[config.mk]
export PLATFORM = sky130hd
export DESIGN_NAME = glob_to_regex_converter_top
export DESIGN_NICKNAME = d
export VERILOG_FILES = /design/src/hw/rtl/g2r_pkg.sv /design/src/hw/rtl/glob_to_regex_converter_top.sv /design/src/hw/rtl/g2r_front.sv /design/src/hw/rtl/g2r_queue.sv /design/src/hw/rtl/g2r_back.sv
export SDC_FILE = /design/constraint.sdc
export NUM_CORES = 1
export LEC_CHECK = 0
export BUFFER_PORTS_ARGS = -buffer_cell sky130_fd_sc_hd__buf_2
export CORE_MARGIN = 1
export CORE_UTILIZATION = 60
export CTS_CLUSTER_DIAMETER = 200
export DETAILED_ROUTE_END_ITERATION = 8
export PLACE_DENSITY = 0.77
export SLEW_MARGIN = 20
export SYNTH_ARGS = -nofsm -noshare
export SYNTH_HDL_FRONTEND = slang
export SYNTH_SLANG_ARGS = --single-unit
[constraint.sdc]
create_clock -name clk -period 12.3 [get_ports clk]
set_clock_uncertainty 0.2 [all_clocks]
set_input_delay 1.845 -clock clk [delete_from_list [all_inputs] [get_ports clk]]
set_output_delay 1.845 -clock clk [all_outputs]
set_load 0.03 [all_outputs]
[src/hw/rtl/g2r_pkg.sv]
// ----------------------------------------------------------------------------
// g2r_pkg: shared types and constants for the glob-to-regex converter
// Character codes, the burst record passed from front to back end, and the
// escape test for regex metacharacters.
// ----------------------------------------------------------------------------
`default_nettype none

package g2r_pkg;

	// Most result beats a single input beat can cause
	localparam int unsigned MAX_BURST = 5;
	localparam int unsigned CNT_W = $clog2(MAX_BURST + 1);
	localparam int unsigned IDX_W = $clog2(MAX_BURST);

	// Character codes
	localparam logic [7:0] CH_STAR   = 8'h2A; // '*'
	localparam logic [7:0] CH_QUEST  = 8'h3F; // '?'
	localparam logic [7:0] CH_CARET  = 8'h5E; // '^'
	localparam logic [7:0] CH_DOLLAR = 8'h24; // '$'
	localparam logic [7:0] CH_DOT    = 8'h2E; // '.'
	localparam logic [7:0] CH_BSLASH = 8'h5C; // '\'
	localparam logic [7:0] CH_PIPE   = 8'h7C; // '|'
	localparam logic [7:0] CH_LBRACE = 8'h7B; // '{'
	localparam logic [7:0] CH_RBRACE = 8'h7D; // '}'
	localparam logic [7:0] CH_LPAREN = 8'h28; // '('
	localparam logic [7:0] CH_RPAREN = 8'h29; // ')'
	localparam logic [7:0] CH_LBRACK = 8'h5B; // '['
	localparam logic [7:0] CH_RBRACK = 8'h5D; // ']'
	localparam logic [7:0] CH_PLUS   = 8'h2B; // '+'
	localparam logic [7:0] CH_NUL    = 8'h00;

	// One input beat's worth of output bytes
	typedef struct packed {
		logic [MAX_BURST-1:0][7:0] chr;    // bytes in emission order, entry 0 first
		logic [CNT_W-1:0]          cnt;    // number of result beats, 1..MAX_BURST
		logic                      marker; // bare end marker, no valid byte
		logic                      last;   // final beat of the burst closes the pattern
	} burst_t;

	// Regex metacharacters that need a backslash
	function automatic logic needs_escape(input logic [7:0] c);
		logic r;
		case (c)
			CH_CARET, CH_DOLLAR, CH_PIPE, CH_LBRACE, CH_RBRACE,
			CH_LPAREN, CH_RPAREN, CH_LBRACK, CH_RBRACK, CH_BSLASH,
			CH_PLUS, CH_DOT: r = 1'b1;
			default:         r = 1'b0;
		endcase
		return r;
	endfunction

endpackage

`default_nettype wire

[src/hw/rtl/glob_to_regex_converter_top.sv]
// ----------------------------------------------------------------------------
// glob_to_regex_converter_top: glob pattern to anchored regex translator
// Usage:
//   Input stream s_axis_*: one pattern byte per beat in tdata, tlast marks the
//   final byte, tuser flags an empty pattern (emits "^$", tdata ignored).
//   Output stream m_axis_*: one regex byte per beat in tdata, tuser set when
//   the byte is real (clear on a bare end marker), tlast on the final beat of
//   the pattern.
//   Throughput: one input beat per cycle while the burst queue has room; an
//   input beat expands to 0..5 output beats, sent one per cycle while
//   m_axis_tready is high, so the output side sets the sustained rate.
//   Path: the first result beat of an input beat is written into the burst
//   queue, then loaded into the output register, and is valid from there.
//   The front end classifies bytes and pushes bursts into a QUEUE_DEPTH-entry
//   queue; the back end serializes them through an output register.
//   Reset: all patterns in flight are dropped, state returns to pattern start.
//   Stall: when m_axis_tready is low, the output holds; the queue fills and
//   s_axis_tready drops once QUEUE_DEPTH bursts are waiting.
// ----------------------------------------------------------------------------
`default_nettype none

module glob_to_regex_converter_top
	import g2r_pkg::*;
#(
	parameter int unsigned QUEUE_DEPTH = 4
) (
	input  wire logic       clk,
	input  wire logic       arst_n,
	input  wire logic       s_axis_tvalid,
	output logic            s_axis_tready,
	input  wire logic [7:0] s_axis_tdata,  // [7:0] pattern_char
	input  wire logic       s_axis_tlast,
	input  wire logic [0:0] s_axis_tuser,  // [0] pattern_empty
	output logic            m_axis_tvalid,
	input  wire logic       m_axis_tready,
	output logic [7:0]      m_axis_tdata,  // [7:0] out_char
	output logic            m_axis_tlast,
	output logic [0:0]      m_axis_tuser   // [0] char_valid
);

	logic   q_full;
	logic   q_nonempty;
	logic   push;
	logic   pop;
	burst_t push_burst;
	burst_t q_head;

	g2r_front u_front (
		.clk        (clk),
		.arst_n     (arst_n),
		.in_valid   (s_axis_tvalid),
		.in_char    (s_axis_tdata),
		.in_last    (s_axis_tlast),
		.in_empty   (s_axis_tuser[0]),
		.q_full     (q_full),
		.in_ready   (s_axis_tready),
		.push       (push),
		.push_burst (push_burst)
	);

	g2r_queue #(
		.DEPTH (QUEUE_DEPTH)
	) u_queue (
		.clk        (clk),
		.arst_n     (arst_n),
		.push       (push),
		.push_burst (push_burst),
		.pop        (pop),
		.full       (q_full),
		.nonempty   (q_nonempty),
		.head       (q_head)
	);

	g2r_back u_back (
		.clk            (clk),
		.arst_n         (arst_n),
		.q_nonempty     (q_nonempty),
		.q_head         (q_head),
		.pop            (pop),
		.out_valid      (m_axis_tvalid),
		.out_ready      (m_axis_tready),
		.out_char       (m_axis_tdata),
		.out_char_valid (m_axis_tuser[0]),
		.out_last       (m_axis_tlast)
	);

endmodule

`default_nettype wire

[src/hw/rtl/g2r_front.sv]
// ----------------------------------------------------------------------------
// g2r_front: pattern classifier
// Accepts pattern bytes, tracks start / literal / pending-wildcard state and
// turns each byte into a burst of output bytes for the back end.
// ----------------------------------------------------------------------------
`default_nettype none

module g2r_front
	import g2r_pkg::*;
(
	input  wire logic       clk,
	input  wire logic       arst_n,
	input  wire logic       in_valid,
	input  wire logic [7:0] in_char,
	input  wire logic       in_last,
	input  wire logic       in_empty,
	input  wire logic       q_full,
	output logic            in_ready,
	output logic            push,
	output burst_t          push_burst
);

	logic at_start_q;
	logic seen_literal_q;
	logic wildcard_pending_q;
	logic accept;
	logic is_star;

	assign in_ready = !q_full;
	assign accept   = in_valid && in_ready;
	assign is_star  = (in_char == CH_STAR);

	// Build the burst for the current byte
	always_comb begin
		logic [MAX_BURST-1:0][7:0] chr;
		logic [CNT_W-1:0]          n;
		chr = '0;
		n   = '0;
		push_burst = '0;
		if (in_empty) begin
			chr[0] = CH_CARET;
			chr[1] = CH_DOLLAR;
			n      = CNT_W'(2);
		end else begin
			if (at_start_q && !is_star) begin
				chr[IDX_W'(n)] = CH_CARET;
				n = n + 1'b1;
			end
			if (!is_star) begin
				if (wildcard_pending_q) begin
					chr[IDX_W'(n)] = CH_DOT;
					n = n + 1'b1;
					chr[IDX_W'(n)] = CH_STAR;
					n = n + 1'b1;
				end
				if (in_char == CH_QUEST) begin
					chr[IDX_W'(n)] = CH_DOT;
					n = n + 1'b1;
				end else if (needs_escape(in_char)) begin
					chr[IDX_W'(n)] = CH_BSLASH;
					n = n + 1'b1;
					chr[IDX_W'(n)] = in_char;
					n = n + 1'b1;
				end else begin
					chr[IDX_W'(n)] = in_char;
					n = n + 1'b1;
				end
				if (in_last) begin
					chr[IDX_W'(n)] = CH_DOLLAR;
					n = n + 1'b1;
				end
			end
		end
		// silent last byte: bare end marker
		push_burst.marker = 1'b0;
		if (in_last && !in_empty && n == '0) begin
			chr[0] = CH_NUL;
			n      = CNT_W'(1);
			push_burst.marker = 1'b1;
		end
		push_burst.chr  = chr;
		push_burst.cnt  = n;
		push_burst.last = in_last || in_empty;
	end

	assign push = accept && (push_burst.cnt != '0);

	// Pattern state
	always_ff @(posedge clk or negedge arst_n) begin
		if (!arst_n) begin
			at_start_q         <= 1'b1;
			seen_literal_q     <= 1'b0;
			wildcard_pending_q <= 1'b0;
		end else if (accept) begin
			if (in_empty || in_last) begin
				at_start_q         <= 1'b1;
				seen_literal_q     <= 1'b0;
				wildcard_pending_q <= 1'b0;
			end else begin
				at_start_q <= 1'b0;
				if (is_star) begin
					wildcard_pending_q <= wildcard_pending_q || seen_literal_q;
				end else begin
					wildcard_pending_q <= 1'b0;
					seen_literal_q     <= 1'b1;
				end
			end
		end
	end

endmodule

`default_nettype wire

[src/hw/rtl/g2r_queue.sv]
// ----------------------------------------------------------------------------
// g2r_queue: burst queue
// Small FIFO of bursts between the front and back end.
// ----------------------------------------------------------------------------
`default_nettype none

module g2r_queue
	import g2r_pkg::*;
#(
	parameter int unsigned DEPTH = 4
) (
	input  wire logic    clk,
	input  wire logic    arst_n,
	input  wire logic    push,
	input  burst_t       push_burst,
	input  wire logic    pop,
	output logic         full,
	output logic         nonempty,
	output burst_t       head
);

	localparam int unsigned PTR_W   = (DEPTH > 1) ? $clog2(DEPTH) : 1;
	localparam int unsigned COUNT_W = $clog2(DEPTH + 1);

	burst_t             mem_q [DEPTH];
	logic [PTR_W-1:0]   wr_ptr_q;
	logic [PTR_W-1:0]   rd_ptr_q;
	logic [COUNT_W-1:0] count_q;
	logic               do_push;
	logic               do_pop;

	assign full     = (count_q == COUNT_W'(DEPTH));
	assign nonempty = (count_q != '0);
	assign head     = mem_q[rd_ptr_q];
	assign do_push  = push && !full;
	assign do_pop   = pop && nonempty;

	// Storage, no reset needed
	always_ff @(posedge clk) begin
		if (do_push) begin
			mem_q[wr_ptr_q] <= push_burst;
		end
	end

	// Pointers and fill count
	always_ff @(posedge clk or negedge arst_n) begin
		if (!arst_n) begin
			wr_ptr_q <= '0;
			rd_ptr_q <= '0;
			count_q  <= '0;
		end else begin
			if (do_push) begin
				wr_ptr_q <= (wr_ptr_q == PTR_W'(DEPTH - 1)) ? '0 : wr_ptr_q + 1'b1;
			end
			if (do_pop) begin
				rd_ptr_q <= (rd_ptr_q == PTR_W'(DEPTH - 1)) ? '0 : rd_ptr_q + 1'b1;
			end
			if (do_push && !do_pop) begin
				count_q <= count_q + 1'b1;
			end else if (do_pop && !do_push) begin
				count_q <= count_q - 1'b1;
			end
		end
	end

endmodule

`default_nettype wire

[src/hw/rtl/g2r_back.sv]
// ----------------------------------------------------------------------------
// g2r_back: burst serializer
// Takes bursts from the queue and sends their bytes one beat per cycle while
// out_ready does not stall the output, through a registered output stage.
// ----------------------------------------------------------------------------
`default_nettype none

module g2r_back
	import g2r_pkg::*;
(
	input  wire logic       clk,
	input  wire logic       arst_n,
	input  wire logic       q_nonempty,
	input  burst_t          q_head,
	output logic            pop,
	output logic            out_valid,
	input  wire logic       out_ready,
	output logic [7:0]      out_char,
	output logic            out_char_valid,
	output logic            out_last
);

	burst_t           cur_q;
	logic             busy_q;
	logic [IDX_W-1:0] idx_q;
	logic             valid_q;
	logic [7:0]       char_q;
	logic             cvalid_q;
	logic             last_q;

	logic             load;
	logic             have;
	burst_t           src;
	logic [IDX_W-1:0] idx;
	logic             final_beat;

	// Pick the next byte: continue current burst or start the queue head
	assign load       = !valid_q || out_ready;
	assign src        = busy_q ? cur_q : q_head;
	assign idx        = busy_q ? idx_q : '0;
	assign have       = busy_q || q_nonempty;
	assign pop        = load && !busy_q && q_nonempty;
	assign final_beat = (CNT_W'(idx) + 1'b1 == src.cnt);

	// Burst walk
	always_ff @(posedge clk or negedge arst_n) begin
		if (!arst_n) begin
			busy_q <= 1'b0;
			idx_q  <= '0;
		end else if (load && have) begin
			busy_q <= !final_beat;
			idx_q  <= idx + 1'b1;
		end
	end

	always_ff @(posedge clk) begin
		if (pop) begin
			cur_q <= q_head;
		end
	end

	// Output register
	always_ff @(posedge clk or negedge arst_n) begin
		if (!arst_n) begin
			valid_q <= 1'b0;
		end else if (load) begin
			valid_q <= have;
		end
	end

	always_ff @(posedge clk) begin
		if (load && have) begin
			char_q   <= src.chr[idx];
			cvalid_q <= !src.marker;
			last_q   <= src.last && final_beat;
		end
	end

	assign out_valid      = valid_q;
	assign out_char       = char_q;
	assign out_char_valid = cvalid_q;
	assign out_last       = last_q;

endmodule

`default_nettype wire
* After elaboration in Yosys (flattened, before gate mapping)
Memories as Yosys holds them, arrays and structs flattened.
Cells that the tools add are included.
** Word-level totals
- Memories :: 1
- Input bits :: 14
- ROM bits :: 0
- Output and inout port bits :: 12
- RAM bits :: 180
- Latch bits :: 0
- Register bits after elaboration :: 70
** Cells by class
- Multiplexer cells :: 59
- Divide/modulo/power cells :: 0
- Shifts and indexed selects :: 0
- Multipliers :: 0
- Add/sub/neg operators :: 10
- $lt $le $gt $ge :: 11
- Bitwise logic cells :: 15
- Reductions and logical operators :: 37
- Eq/ne operators :: 19
** Memory list
- u_queue.mem_q :: words 4, width 45, rd ports 1, clocked after memory_dff 0, wr ports 1, line g2r_queue.sv:25 : burst_t mem_q [DEPTH];
** Operators with widths (count)
- 40-bit 2-to-1 mux :: 9
- 8-bit demux with 3-bit select :: 5
- 40-bit bitwise mux :: 2
- 8-bit 2-to-1 mux :: 8
- 20-bit inverter :: 3
- 8-bit by 6-bit equality test with 1-bit output (second input constant) :: 7
- 8-bit by 7-bit equality test with 1-bit output (second input constant) :: 7
- 3-bit 2-to-1 mux :: 15
- 45-bit 2-to-1 mux :: 1
- 20-bit AND :: 2
- 20-bit OR :: 2
- 30-bit AND :: 1
- 30-bit inverter :: 1
- 25-bit AND :: 1
- 25-bit inverter :: 1
- 8-bit binary-select mux with 3-bit select :: 1
- 3-bit by 4-bit less-than comparator with 1-bit output (second input constant) :: 6
- 24-bit 2-to-1 mux :: 1
- 3-bit by 1-bit adder with 3-bit output (second input constant) :: 7
- 4-bit by 20-bit AND with 20-bit output :: 1
- 4-bit by 20-bit OR with 20-bit output :: 1
- 1-bit logical AND :: 18
- 16-bit 2-to-1 mux :: 1
- 3-bit by 1-bit greater-or-equal comparator with 1-bit output (second input constant) :: 5
- other kinds (18) :: 45

* Depth between registers and ports, before layout
- Depth after elaboration :: 30
- Depth in mapped cells :: 20
- Gate-level depth less buffers :: 16

* By module
A second synthesis with hierarchy kept.
** Unflattened totals
- Cell total of the unflattened synthesis :: 671
- Area, all modules :: 11076.9 um^2
** Modules (own cells, without submodules)
- g2r_queue :: instances 1, cells each 272, sequential area each 5580.4 um^2, area an instance 6936.7 um^2
- g2r_back :: instances 1, cells each 136, sequential area each 1776.7 um^2, area an instance 2391.0 um^2
- g2r_front :: instances 1, cells each 263, sequential area each 76.3 um^2, area an instance 1749.2 um^2

* Worst setup path after synthesis
Ideal clock, no wire load.
- Kind :: input -> register
- Start point :: input s_axis_tdata[0]
- End point :: memory u_queue.mem_q[3][0] (netlist name), enable pin
- Setup time :: 0.407 ns
- Arrival time :: 5.821 ns
- Setup slack :: 5.872 ns
- Stages on the path :: 14
- Cell sequence :: buf_2 -> or4b_1 -> buf_2 -> o21ai_2 -> buf_2 -> ha_1 -> clkbuf_1 -> xnor2_1 -> ha_1 -> xnor3_1 -> nand2_1 -> o211ai_1 -> a31oi_2 -> and2_1
** Between the ends
- Cells in the longest elaborated chain, start to end :: 28
- Elaborated cells on any way between the ends :: 46
- Those cells by class :: 5 x add/sub; 14 x eq/ne; 19 x mux; 8 x reduce/logical
** Ends and longest elaborated chain
- from (decl) :: line glob_to_regex_converter_top.sv:31 : input wire logic [7:0] s_axis_tdata,
- 8-bit by 6-bit equality test with 1-bit output :: line g2r_front.sv:31 : assign is_star = (in_char == CH_STAR);
- 1-bit logical NOT :: line g2r_front.sv:45 : if (at_start_q && !is_star) begin
- 1-bit logical AND :: line g2r_front.sv:45
- 1-bit 2-to-1 mux :: line g2r_front.sv:45
- 3-bit 2-to-1 mux :: line g2r_front.sv:40 : if (in_empty) begin
- 3-bit by 1-bit adder with 3-bit output :: line g2r_front.sv:52 : n = n + 1'b1;
- 3-bit by 1-bit adder with 3-bit output :: line g2r_front.sv:54 : n = n + 1'b1;
- 3-bit 2-to-1 mux :: line g2r_front.sv:50 : if (wildcard_pending_q) begin
- (+13 left out)
- 1-bit logical AND :: line g2r_front.sv:76 : if (in_last && !in_empty && n == '0) begin
- 3-bit 2-to-1 mux (*) :: line g2r_front.sv:76
- 3-bit nonzero test (*) :: line g2r_front.sv:86 : assign push = accept && (push_burst.cnt != '0);
- 1-bit logical AND (*) :: line g2r_front.sv:86
- 1-bit logical AND (*) :: line g2r_queue.sv:35 : assign do_push = push && !full;
- via u_queue.do_push :: line g2r_queue.sv:29 : logic do_push;
- 1-bit 2-to-1 mux (*) :: line g2r_queue.sv:40 : if (do_push) begin
- 1-bit 2-to-1 mux (not written as such) (*) :: line g2r_queue.sv:41 : mem_q[wr_ptr_q] <= push_burst;
- to (decl) :: line g2r_queue.sv:25
Mark *: on every way through the listed nets, which the timed path passes. The rest lies on a longest branch. The select of a mux whose other input is x is not followed.

* Worst setup path in the final report
- Start point :: input s_axis_tdata[6]
- End point :: register u_queue.count_q[2]
** Between the ends
- Cells in the longest elaborated chain, start to end :: 29
- Elaborated cells on any way between the ends :: 49
- Those cells by class :: 5 x add/sub; 14 x eq/ne; 18 x mux; 12 x reduce/logical
** Ends and longest elaborated chain
- 8-bit by 6-bit equality test with 1-bit output :: line g2r_front.sv:31
- 1-bit logical NOT :: line g2r_front.sv:45
- 1-bit logical AND :: line g2r_front.sv:45
- 1-bit 2-to-1 mux :: line g2r_front.sv:45
- 3-bit 2-to-1 mux :: line g2r_front.sv:40
- 3-bit by 1-bit adder with 3-bit output :: line g2r_front.sv:52
- 3-bit by 1-bit adder with 3-bit output :: line g2r_front.sv:54
- 3-bit 2-to-1 mux :: line g2r_front.sv:50
- (+14 left out)
- 3-bit 2-to-1 mux (*) :: line g2r_front.sv:76
- 3-bit nonzero test (*) :: line g2r_front.sv:86
- 1-bit logical AND (*) :: line g2r_front.sv:86
- 1-bit logical AND (*) :: line g2r_queue.sv:35
- via u_queue.do_push :: line g2r_queue.sv:29
- 1-bit logical NOT :: line g2r_queue.sv:60 : end else if (do_pop && !do_push) begin
- 1-bit logical AND :: line g2r_queue.sv:60
- 2-bit nonzero test (no source line)
- to (signal assigned) :: line g2r_queue.sv:59 : count_q <= count_q + 1'b1;
- to (signal assigned) :: line g2r_queue.sv:61 : count_q <= count_q - 1'b1;
- to (decl) :: line g2r_queue.sv:28 : logic [COUNT_W-1:0] count_q;
Marks and branches as above.
A chain may end at the register's enable or synchronous reset.

==> metrics.yaml <==
outcome: "complete, no violations"
period_share: 0.505
drive_gt1_frac: 0.212
crit_chain: "buf_2, or4bb_1, o21ai_2, ha_1, xnor2_1, ha_1, xor2_1, nor2_1, a22oi_1, o21ai_0, a31oi_2, ha_1, inv_1, fa_1, xor2_1, nor2_1, xor2_1"
finalPower_mw: 2.94
reg2reg_depth: 15
r2r_end: "u_queue.count_q[2]$_DFFE_PN0P_"
setup_viol: 0
synthToLayoutAreaGrowth_pct: 10.4
tns_ns: 0
power_frac_seq: 0.441
ys_seq_area_frac: 0.670
ant_nets: 0
drt_iter0_markers: 739
power_density_mw_per_mm2: 240
rsz0062_at_grt: "false"
drt-vias-per-instance: 6.64
maxCapViolCount: 0
worstHoldPathType: "flip-flop to flip-flop"
overflow: 0
r2r-start: "u_front.at_start_q$_DFFE_PN1P_"
met1_usage: 0.396
critPathMaxFanout: 17
clock-sinks: 250
routed_wl_mm: 24.8
start_util: 0.616
gr-usage-met3: 0.0381
cts_root_buf: "clkbuf_16"
p_clk_frac: 0.254
route.vias.total: 6318
min_to: "u_queue.count_q[2]$_DFFE_PN0P_"
synth_ff_type: "edfxtp_1"
finalMaxSlewViolations: 0
pwr-share-comb: 0.305
ir_drop_mv: 0.198
clk_pin_slew_worst_paths_ns: 0.06
cpMaxStageDelayCell: "or4bb_1"
cpPeakStageDelay_ns: 0.69
netlist_instances: 680
grt_usage: 0.265
worstMarginPinSlew_ns: 1.00
cts_hold_buf: 0
synth-edff-count: 235
cts-buffers-inserted: 26
wire_per_inst_um: 26.0
die_y_um: 138
gp_congestion: 0.900
swShare: 0.311
rrSetupSlack_ns: 7.84
end_kind: "flip-flop"
die_area_mm2: 0.0191
core_area_mm2: 0.0180
fin_crit_ns: 6.21
cts_tree: "done"
grt_pass1_wl_mm: 37.9
grt_max_degree: 49
fill_cells: 1208
io_pins: 26
postSynth.asyncResetShare: 0.0600
fp.dieW_um: 138
min_from: "u_queue.count_q[2]$_DFFE_PN0P_"
hold_depth: 1
p_int_mw: 2.02
multiInputGateArea_mm2: 0.00344
critPathRequiredTime_ns: 12.53
antenna_found_initial: 0
h-tree-depth: 1
final_nets: 733
syn_area_mm2: 0.0111
crit_type: "primary input to flip-flop"
max_freq_mhz: 161
worstSkewPairLatency_ns: 0.52
portBuffers: 25
p_leak_nw: 4.16
finalHoldViolations: 0
timing.slew.headroom: 0.331
cts_resized: 0
rows: 49
switchingPower_uw: 914
synth_seq_cells: 250
yosys_warnings: 0
hpwlAfterDp_mm: 15.9
regArea_mm2: 0.00744
start_kind: "primary input"
busiest_layer: "met2"
grt.met2_usage: 0.408
postSynthAreaPerCell_um2: 16.3
drtPass1Iterations: 6
arrival_ns: 6.44
n_antenna_cell: 0
drc_errors: 0
grt_pass1_vias: 6296
cts_setup_buffers: 0
clock_path_buffers: 3
ys_types: 75
==> stage by stage <==
stage               worst slack (ns)  cells  utilization  hold WS, ns  area (um^2)
floorplan                       5.87    683            -        0.256        11100
global placement                5.84    904        0.634        0.272        11400
detailed placement              5.64    904        0.634        0.281        11400
CTS                             6.14    952        0.680        0.292        12300
global route                    5.71    952        0.680        0.305        12300
finish                          6.09    952        0.680        0.288        12300
==> state kept, by name, indices dropped and copies added (netlist names) <==
signal,cells
u_back.out_char,8
u_front.at_start_q,1
u_queue.mem_q,180
u_back.busy_q,1
u_queue.count_q,3
u_queue.rd_ptr_q,2
u_front.wildcard_pending_q,1
u_queue.wr_ptr_q,2
u_back.idx_q,3
u_back.out_char_valid,1
u_back.out_last,1
u_front.seen_literal_q,1
u_back.out_valid,1
u_back.cur_q,45
==> logic make-up after synthesis <==
family,Yosys count,share of synthesized area
adder cells (fa/ha/maj),16,0.0187
AND/OR/NAND/NOR,155,0.0755
XOR/XNOR,17,0.0147
flip-flops,250,0.670
multiplexers,67,0.121
AO/OA/AOI/OAI,115,0.0784
buffers and inverters,59,0.0218
other,1,0.000338
==> cell usage in the layout (no fill, tap or decap), types with 4 or more instances in the layout <==
master     count
dfrtp_1       12
o21ai_0       13
clkinv_2       7
clkbuf_16     27
or3_1          6
nand2b_1       5
mux2i_1        6
buf_4         12
edfxtp_1     235
xor2_1         6
nor2_1        32
xnor2_1       10
conb_1         4
a211oi_1       8
mux4_2        53
nand3_1       13
and2_1        11
inv_1         14
nor4bb_1       4
nor2b_1       14
o211ai_1       9
and2_2         4
nor3b_1        4
a21oi_1       27
mux2_2         6
clkbuf_1       9
a21o_1        10
a2111oi_0      6
and3_1         6
ha_1          15
nor3_1         9
a221o_1        8
buf_2         25
nand2_1       31
==> cell usage after synthesis, drive strengths merged, types with 2 or more instances <==
cell type	n	area share
edfxtp	235	0.64
mux4	53	0.11
nor2	32	0.011
nand2	31	0.010
a21oi	27	0.012
clkbuf	24	0.0081
buf	21	0.0089
and2	15	0.0085
ha	15	0.017
o21ai	15	0.0071
dfrtp	14	0.032
inv	14	0.0047
nor2b	14	0.0079
nand3	13	0.0059
o211ai	11	0.0083
a211oi	10	0.0083
a21o	10	0.0068
xnor2	10	0.0079
nor3	9	0.0041
a221o	8	0.0072
mux2	8	0.0081
a2111oi	6	0.0047
and3	6	0.0034
mux2i	6	0.0054
or3	6	0.0034
xor2	6	0.0047
nand2b	5	0.0028
nor3b	4	0.0027
nor4bb	4	0.0036
a21boi	3	0.0020
a311oi	3	0.0024
nand4	3	0.0017
or2	3	0.0019
a211o	2	0.0016
a31oi	2	0.0017
a32oi	2	0.0016
nor4	2	0.0011
nor4b	2	0.0021
o2111ai	2	0.0021
o31ai	2	0.0014
o41ai	2	0.0023
==> critical path: cells and delay by family <==
family	cells	cell delay, ns
AOI/OAI and AO/OA	4	1.19
buffers and inverters	2	0.27
xor gates and xnor gates	4	0.81
adders and majority gates	4	1.43
and+or+nand+nor	3	0.88
==> metal layers <==
layer,vias up,wire length (um)
li1,2750,-
met1,3239,10500
met2,284,11800
met3,45,1750
met4,0,722
met5,-,0
==> how the worst max path moves through the flow <==
stage	from	endpoint	slack, ns	cells after the start
after floorplan	s_axis_tdata[0]	u_queue.mem_q[3][0]$_DFFE_PP_	5.87	14
after global placement	s_axis_tdata[6]	u_queue.count_q[2]$_DFFE_PN0P_	5.84	17
after detailed placement	s_axis_tdata[6]	u_queue.count_q[2]$_DFFE_PN0P_	5.64	17
after CTS	s_axis_tdata[6]	u_queue.count_q[2]$_DFFE_PN0P_	6.14	17
after global routing	s_axis_tdata[1]	u_queue.count_q[2]$_DFFE_PN0P_	5.71	17
final	s_axis_tdata[6]	u_queue.count_q[2]$_DFFE_PN0P_	6.09	17
==> power groups by stage <==
stage                     Sequential, mW  Clock, mW  Combinational [mW]
final                               1.29      0.747               0.895
after global routing                1.31      0.795               0.964
after CTS                           1.29      0.762               0.902
after detailed placement            1.31          0               0.896
after global placement              1.29          0               0.879
after floorplan                     1.29          0               0.650
==> cell type report <==
class	count	area share
sequential	250	0.607
multi-input combinational	374	0.281
clock buffer	36	0.0579
tap	229	0.0234
timing repair buffer	37	0.0176
clock inverter	12	0.00909
inverter	14	0.00429
(Power assumes the default switching activity.)
